<file path="config.mk">
export PLATFORM = sky130hd
export DESIGN_NAME = tpa_side_lane
export DESIGN_NICKNAME = d
export VERILOG_FILES = /design/src/rtl/tpa_pkg.sv /design/src/rtl/tpa_isqrt.sv /design/src/rtl/tpa_side_lane.sv
export SDC_FILE = /design/constraint.sdc
export NUM_CORES = 2
export LEC_CHECK = 0
export ABC_CLOCK_PERIOD_IN_PS = 8800
export BUFFER_PORTS_ARGS = -buffer_cell sky130_fd_sc_hd__buf_2
export CAP_MARGIN = 20
export CORE_MARGIN = 5
export CORE_UTILIZATION = 55
export DETAILED_ROUTE_END_ITERATION = 8
export HOLD_SLACK_MARGIN = 0.02
export PLACE_DENSITY = 0.76
export SLEW_MARGIN = 20
export SYNTH_ARGS = -nofsm -noshare
export SYNTH_HDL_FRONTEND = slang
export SYNTH_HIERARCHICAL = 1
export SYNTH_SLANG_ARGS = --single-unit
</file>
<file path="constraint.sdc">
create_clock -name i_clk -period 8.8 [get_ports i_clk]
set_input_delay 0.88 -clock i_clk [delete_from_list [all_inputs] [get_ports i_clk]]
set_output_delay 0.88 -clock i_clk [all_outputs]
set_load 0.01 [all_outputs]
</file>
<file path="src/rtl/tpa_pkg.sv">
// ============================================================================
// tpa_pkg
// Types and fixed widths shared by the triangle perimeter and area unit.
// ============================================================================
`default_nettype none

package tpa_pkg;

    // Coordinate width, signed Q8.8.
    localparam int COORD_BITS = 16;
    // Coordinate difference, one bit wider than a coordinate.
    localparam int DIFF_W     = COORD_BITS + 1;
    // Square of a difference magnitude.
    localparam int SQ_W       = 2 * DIFF_W;
    // Sum of three squares, Q20.16.
    localparam int SUM_W      = SQ_W + 2;
    // Side length, Q10.8.
    localparam int LEN_W      = SUM_W / 2;
    // Full perimeter s = d1 + d2 + d3.
    localparam int S_W        = LEN_W + 2;
    // Heron product s * (s - 2 d1) * (s - 2 d2) * (s - 2 d3).
    localparam int PROD_W     = 4 * S_W;
    // Heron product divided by sixteen.
    localparam int Q_W        = PROD_W - 4;
    // Root of that quotient, before clamping.
    localparam int AREA_RT_W  = (Q_W + 1) / 2;

    localparam int PERIM_W    = 20;
    localparam int AREA_W     = 34;

    localparam logic [PERIM_W-1:0] PERIM_MAX = '1;
    localparam logic [AREA_W-1:0]  AREA_MAX  = '1;

    // Cycles from an accepted start to its result strobe.
    localparam int LATENCY = 2 + LEN_W + 4 + AREA_RT_W;

    typedef struct packed {
        logic signed [COORD_BITS-1:0] a_x;
        logic signed [COORD_BITS-1:0] a_y;
        logic signed [COORD_BITS-1:0] a_z;
        logic signed [COORD_BITS-1:0] b_x;
        logic signed [COORD_BITS-1:0] b_y;
        logic signed [COORD_BITS-1:0] b_z;
        logic signed [COORD_BITS-1:0] c_x;
        logic signed [COORD_BITS-1:0] c_y;
        logic signed [COORD_BITS-1:0] c_z;
    } t_tri_in;

    typedef struct packed {
        logic [PERIM_W-1:0] perimeter;
        logic [AREA_W-1:0]  area;
    } t_tri_out;

endpackage

`default_nettype wire

</file>
<file path="src/rtl/tpa_isqrt.sv">
// ============================================================================
// tpa_isqrt
// Pipelined integer square root, truncated, one result bit per stage.
// ============================================================================
`default_nettype none

module tpa_isqrt #(
    parameter int IN_W  = 36,
    parameter int OUT_W = 18
) (
    input  wire logic             i_clk,
    input  wire logic             i_rst_n,
    input  wire logic             i_vld,
    input  wire logic [IN_W-1:0]  i_val,
    output logic                  o_vld,
    output logic [OUT_W-1:0]      o_root
);

    localparam int NW = 2 * OUT_W;

    logic [NW-1:0] w_num [0:OUT_W];
    logic [NW-1:0] w_res [0:OUT_W];
    logic          w_vld [0:OUT_W];

    assign w_num[0] = NW'(i_val);
    assign w_res[0] = '0;
    assign w_vld[0] = i_vld;

    // Classic digit-by-digit method: each stage tries one root bit.
    for (genvar k = 0; k < OUT_W; k++) begin : g_stage
        localparam logic [NW-1:0] BIT_K = NW'(1) << (NW - 2 - 2 * k);
        logic [NW-1:0] trial;
        logic [NW-1:0] r_num;
        logic [NW-1:0] r_res;
        logic          r_vld;

        always_comb begin
            trial = w_res[k] + BIT_K;
        end

        always_ff @(posedge i_clk) begin
            if (!i_rst_n) begin
                r_vld <= 1'b0;
            end else begin
                r_vld <= w_vld[k];
            end
            if (w_num[k] >= trial) begin
                r_num <= w_num[k] - trial;
                r_res <= (w_res[k] >> 1) + BIT_K;
            end else begin
                r_num <= w_num[k];
                r_res <= w_res[k] >> 1;
            end
        end

        assign w_num[k+1] = r_num;
        assign w_res[k+1] = r_res;
        assign w_vld[k+1] = r_vld;
    end

    assign o_vld  = w_vld[OUT_W];
    assign o_root = w_res[OUT_W][OUT_W-1:0];

    // Remainder of the last stage is not needed.
    logic unused_num;
    assign unused_num = ^w_num[OUT_W];

endmodule

`default_nettype wire

</file>
<file path="src/rtl/tpa_side_lane.sv">
// ============================================================================
// tpa_side_lane
// One side-length lane: differences, squares, sum and square root.
// ============================================================================
`default_nettype none

module tpa_side_lane (
    input  wire logic                                  i_clk,
    input  wire logic                                  i_rst_n,
    input  wire logic                                  i_vld,
    input  wire logic signed [tpa_pkg::COORD_BITS-1:0] i_p [3],
    input  wire logic signed [tpa_pkg::COORD_BITS-1:0] i_q [3],
    output logic                                       o_vld,
    output logic [tpa_pkg::LEN_W-1:0]                  o_len
);

    localparam int CB = tpa_pkg::COORD_BITS;
    localparam int DW = tpa_pkg::DIFF_W;
    localparam int QW = tpa_pkg::SQ_W;
    localparam int SW = tpa_pkg::SUM_W;

    logic [DW-1:0] mag [3];
    logic [QW-1:0] r_sq [3];
    logic          r_vld1;
    logic [SW-1:0] r_sum;
    logic          r_vld2;

    for (genvar i = 0; i < 3; i++) begin : g_axis
        logic signed [DW-1:0] diff;
        always_comb begin
            diff   = $signed({i_p[i][CB-1], i_p[i]}) - $signed({i_q[i][CB-1], i_q[i]});
            mag[i] = diff[DW-1] ? DW'(-diff) : DW'(diff);
        end
        always_ff @(posedge i_clk) begin
            r_sq[i] <= QW'(mag[i] * mag[i]);
        end
    end

    always_ff @(posedge i_clk) begin
        if (!i_rst_n) begin
            r_vld1 <= 1'b0;
            r_vld2 <= 1'b0;
        end else begin
            r_vld1 <= i_vld;
            r_vld2 <= r_vld1;
        end
        r_sum <= SW'(r_sq[0]) + SW'(r_sq[1]) + SW'(r_sq[2]);
    end

    tpa_isqrt #(
        .IN_W  (SW),
        .OUT_W (tpa_pkg::LEN_W)
    ) u_isqrt (
        .i_clk   (i_clk),
        .i_rst_n (i_rst_n),
        .i_vld   (r_vld2),
        .i_val   (r_sum),
        .o_vld   (o_vld),
        .o_root  (o_len)
    );

endmodule

`default_nettype wire

</file>
### Word-level counts from Yosys, hierarchy flattened

Memories as Yosys holds them, arrays and structs flattened.
Cells that the tools add are included.

* equality and inequality tests: 0
* multiply operators: 3
* $add $sub $neg: 59
* shifts and indexed selects: 0
* divide/modulo/power cells: 0
* bitwise gates (word level): 0
* mux-type cells: 38
* reductions and logical operators: 0
* magnitude comparators: 18

Operators by type and width (number)
* $ge A36 B36 Y1: 17
* $mux W36: 17
* $mux W35: 17
* $sub A36 B36 Y36: 16
* $mul A17 B17 Y34: 3
* $mux W17: 3
* $neg A17 Y17: 3
* $sub A16 B16 Y17: 3
* $add A35 B11 Y36 const B: 1
* $add A35 B13 Y36 const B: 1
* $add A35 B15 Y36 const B: 1
* $add A35 B17 Y36 const B: 1
* $add A35 B19 Y36 const B: 1
* $add A35 B21 Y36 const B: 1
* $add A35 B23 Y36 const B: 1
* $add A35 B25 Y36 const B: 1
* $add A35 B27 Y36 const B: 1
* $add A35 B29 Y36 const B: 1
* $add A35 B3 Y36 const B: 1
* $add A35 B31 Y36 const B: 1
* $add A35 B33 Y36 const B: 1
* $add A35 B34 Y36: 1
* $add A35 B5 Y36 const B: 1
* $add A35 B7 Y36 const B: 1
* 23 further kinds: 23

* bits in latches: 0
* memories: 1
* word-level logic and storage cells: 191
* bits in read-only memories: 0
* bits of input ports: 99
* output and inout port bits: 19
* register bits after elaboration: 1297
* memory bits (writable): 102

Memories
* r_sq: words 3, width 34, rd ports 3, clocked after Yosys merged registers in 0, wr ports 3, line tpa_side_lane.sv:23 `logic [QW-1:0] r_sq [3];`

### Logic depth before layout (Yosys ltp)

* depth in word-level cells: 4
* depth in mapped cells: 39

### Cells and area by module

Netlist, hierarchy kept.

Modules (own cells, without submodules)
* tpa_side_lane: area each 33025.4 um^2, instances 1, cells each 3728
* tpa_isqrt: area each 29238.0 um^2, instances 1, cells each 2815

### Worst setup path before layout

No wires, ideal clock.

* path kind: in2reg
* from: in i_p[0] (netlist bit)
* to: mem r_sq[0][100] (netlist bit)
* slack: -328 ps
* path buffers: 0
* data required time: 8728 ps
* cell stages on the path: 35
* library setup time: 72 ps
* arrival time: 9056 ps
* path through: inv_1 -> ha_1 -> fa_1 -> nand2b_1 -> a21oi_1 -> o22ai_2 -> o22ai_1 -> nand2_1 -> a211oi_4 -> a21oi_1 -> xnor2_2 -> inv_2 -> nand2_1 -> inv_1 -> fa_1 -> inv_1 -> fa_1 -> fa_1 -> inv_1 -> fa_1 -> fa_1 -> inv_1 -> fa_1 -> inv_1 -> ha_1 -> a21oi_1 -> o21ai_0 -> a21oi_1 -> or3b_2 -> o21a_1 -> a221oi_1 -> o211ai_1 -> a31o_2 -> a21oi_1 -> xnor2_1

RTL lines
* from (decl): line tpa_side_lane.sv:11 `input wire logic signed [tpa_pkg::COORD_BITS-1:0] i_p [3],`
* to (decl): line tpa_side_lane.sv:23

==> results.sh <==
export IMPL_synthXorXnorAreaFrac=0.06529
export IMPL_cts_hold_buf=0
export IMPL_cp_max_fo=8
export IMPL_antenna_found_initial=0
export IMPL_dieArea_sq_mm=0.1200
export IMPL_r2r_slack_ns=4.90
export IMPL_wl_met1_microns=57480
export IMPL_synth_seq_cells=938
export IMPL_synth_top_family_by_area="adder cells"
export IMPL_port_buffers=117
export IMPL_drt_total_wl_microns=140300
export IMPL_ctsRootBufferMaster="clkbuf_16"
export IMPL_path_common_cell="fa_1"
export IMPL_netlist_area_sq_mm=0.06226
export IMPL_synthTopCellsByArea="dfxtp_1, fa_1, ha_1"
export IMPL_wl_per_cell_microns=15.91
export IMPL_critical_path_class="input pin to flip-flop"
export IMPL_met2_length_microns=71150
export IMPL_fill_cells=8900
export IMPL_setup_ws_ns=0.3257
export IMPL_start_util=0.5535
export IMPL_synth_simple_gate_area_share=0.1317
export IMPL_wl_met3_microns=7088
export IMPL_drt_iter0_drc=2680
export IMPL_cts_clk_slew_worst_paths_ns=0.06
export IMPL_hold_viol_final=0
export IMPL_critical_path_top_delay_family="adder cells"
export IMPL_synth_cell_type_count=116
export IMPL_cp_slowest_stage_delay_ns=0.60
export IMPL_drv_cap=0
export IMPL_grt_ovfl_total=0
export IMPL_synth_avg_cell_area_sq_um=9.516
export IMPL_cts_sinks=938
export IMPL_cp_data_arrival_time_ns=9.04
export IMPL_final_nets=8533
export IMPL_tritoncts="yes"
export IMPL_fin_crit_ns=8.474
export IMPL_place_congestion=0.9310
export IMPL_muxShareOfSynthArea=0.008018
export IMPL_post_dp_hpwl_microns=114200
export IMPL_ios=118
export IMPL_yosysTopAreaCell="dfxtp_1"
export IMPL_grt_max_degree=40
export IMPL_yosysSeqAreaShare=0.3016
export IMPL_worstHoldPathType="flip-flop to flip-flop"
export IMPL_core_sq_mm=0.1125
export IMPL_synthFlopType="dfxtp_1"
export IMPL_h_tree_depth=3
export IMPL_track_usage=0.2324
export IMPL_clk_latency_ns=0.68
export IMPL_multiInputGateArea_sq_mm=0.03927
export IMPL_synth_fa_ha_area_frac=0.3130
export IMPL_async_flop_share=0
export IMPL_slew_headroom=0.3030
export IMPL_worstMarginPinSlew_ns=1.042
export IMPL_layout_common_cells="inv_1, dfxtp_1, fa_1, ha_1, buf_4"
export IMPL_startpoint_type="input pin"
export IMPL_synth_edf_count=0
export IMPL_postRouteAntennaNets=0
export IMPL_clock_skew_ns=0.03513
export IMPL_grt_pass1_wl_microns=234200
export IMPL_synth_compound_area_frac=0.1040
export IMPL_place_ws_ns=-0.8374
export IMPL_synth_top_area_share=0.3016
export IMPL_endpoint_kind="flip-flop"
export IMPL_numCtsBuffers=94
export IMPL_status="finished clean"
export IMPL_finalMaxSlewViolations=0
export IMPL_via_per_inst=5.316
export IMPL_slowest_stage="fa_1"
export IMPL_cp_data_required_time_ns=9.37
export IMPL_die_y_microns=346.5
export IMPL_yosysWarnings=6
export IMPL_crit_buf_inv=9
export IMPL_fin_crit_sh=0.9630
export IMPL_rows=123
export IMPL_layout_drive_gt1_share=0.1431
export IMPL_die_x_microns=346.5
export IMPL_drc=0
export IMPL_final_common_cell="inv_1"
export IMPL_grt_pass1_vias=48650
export IMPL_setup_viol=0
export IMPL_synthCells=6543
export IMPL_dr_total_vias=46880
export IMPL_max_freq_mhz=118.0
export IMPL_dr_pass1_iters=7
export IMPL_syn_to_final_growth_pct=16.16
export IMPL_dr_max_layer_used="met4"
export IMPL_clk_path_buf_depth=3
export IMPL_regArea_sq_mm=0.01878
[cell usage after synthesis, types with 52 or more instances]
| cell type | n |
|---|---|
| nor3_1 | 125 |
| inv_1 | 1116 |
| o21a_1 | 85 |
| ha_1 | 577 |
| a21o_1 | 87 |
| xnor2_1 | 259 |
| nand2_1 | 486 |
| nor4_1 | 101 |
| clkbuf_1 | 79 |
| nor2_1 | 441 |
| fa_1 | 613 |
| nand4_1 | 52 |
| o21ai_0 | 221 |
| nand3_1 | 65 |
| nand2b_1 | 54 |
| a21oi_1 | 269 |
| dfxtp_1 | 938 |
| nor2b_1 | 54 |
| xor2_1 | 194 |
[cells by family after synthesis]
family	after synthesis
other cells	2
flops	938
mux	46
simple gates	1668
xor+xnor	459
compound gates	990
buf+inv	1250
fa+ha+maj	1190
[per-layer routing]
layer	vias to the layer above	GRT usage
li1	22700	-
met1	22710	0.2860
met2	1178	0.4200
met3	292	0.03369
met4	0	0.07534
met5	-	0
[metrics by stage]
stage          instances  setup TNS, ns    util  area, sq um  hold WS, ns
4_1_cts             8805              0  0.6393        71920       0.3153
6_report            8819              0  0.6429        72330       0.3182
5_1_grt             8818        -0.2598  0.6429        72320       0.3267
3_5_place_dp        8635         -10.38  0.6099        68610       0.3121
3_3_place_gp        8634         -6.653  0.6098        68600       0.3119
2_1_floorplan       6579       -0.03622       -        62470       0.3096
[what timing repair did]
action                     CTS  global route
gates resized for setup      4            63
setup endpoints to repair    3            23
setup buffers                0            13
pin swaps                    0            26
[final timing paths]
| kind | from | end | cells past startpoint |
|---|---|---|---|
| setup / recovery | i_p[34] | r_sq[0][32] | 37 |
| hold / removal | r_sum[17] | u_isqrt/g_stage[0].r_num[17] | 0 |
| setup reg to reg | r_sq[0][40] | r_sum[34] | 12 |
| hold reg to reg | r_sum[17] | u_isqrt/g_stage[0].r_num[17] | 0 |
[sequential cells by signal, indices dropped and copies added (netlist names)]
signal / count
r_vld1: 1
u_isqrt/o_vld: 1
u_isqrt/g_stage.r_num: 612
u_isqrt/g_stage.r_res: 171
r_vld2: 1
u_isqrt/g_stage.r_vld: 17
r_sq: 99
r_sum: 36
[cell type report]
cell class | instances | share of cell area
repair buffers | 676 | 0.06662
inverters | 1143 | 0.05934
multi-input cells | 4391 | 0.5430
flip-flops and latches | 938 | 0.2596
clock buffers | 127 | 0.03673
clock inverters | 43 | 0.008702
well taps | 1500 | 0.02595
diodes | 1 | 0.00003460
Power is left out: the tool's default activity adds up to more than one toggle a clock period on the data nets, which glitch-free logic cannot reach.
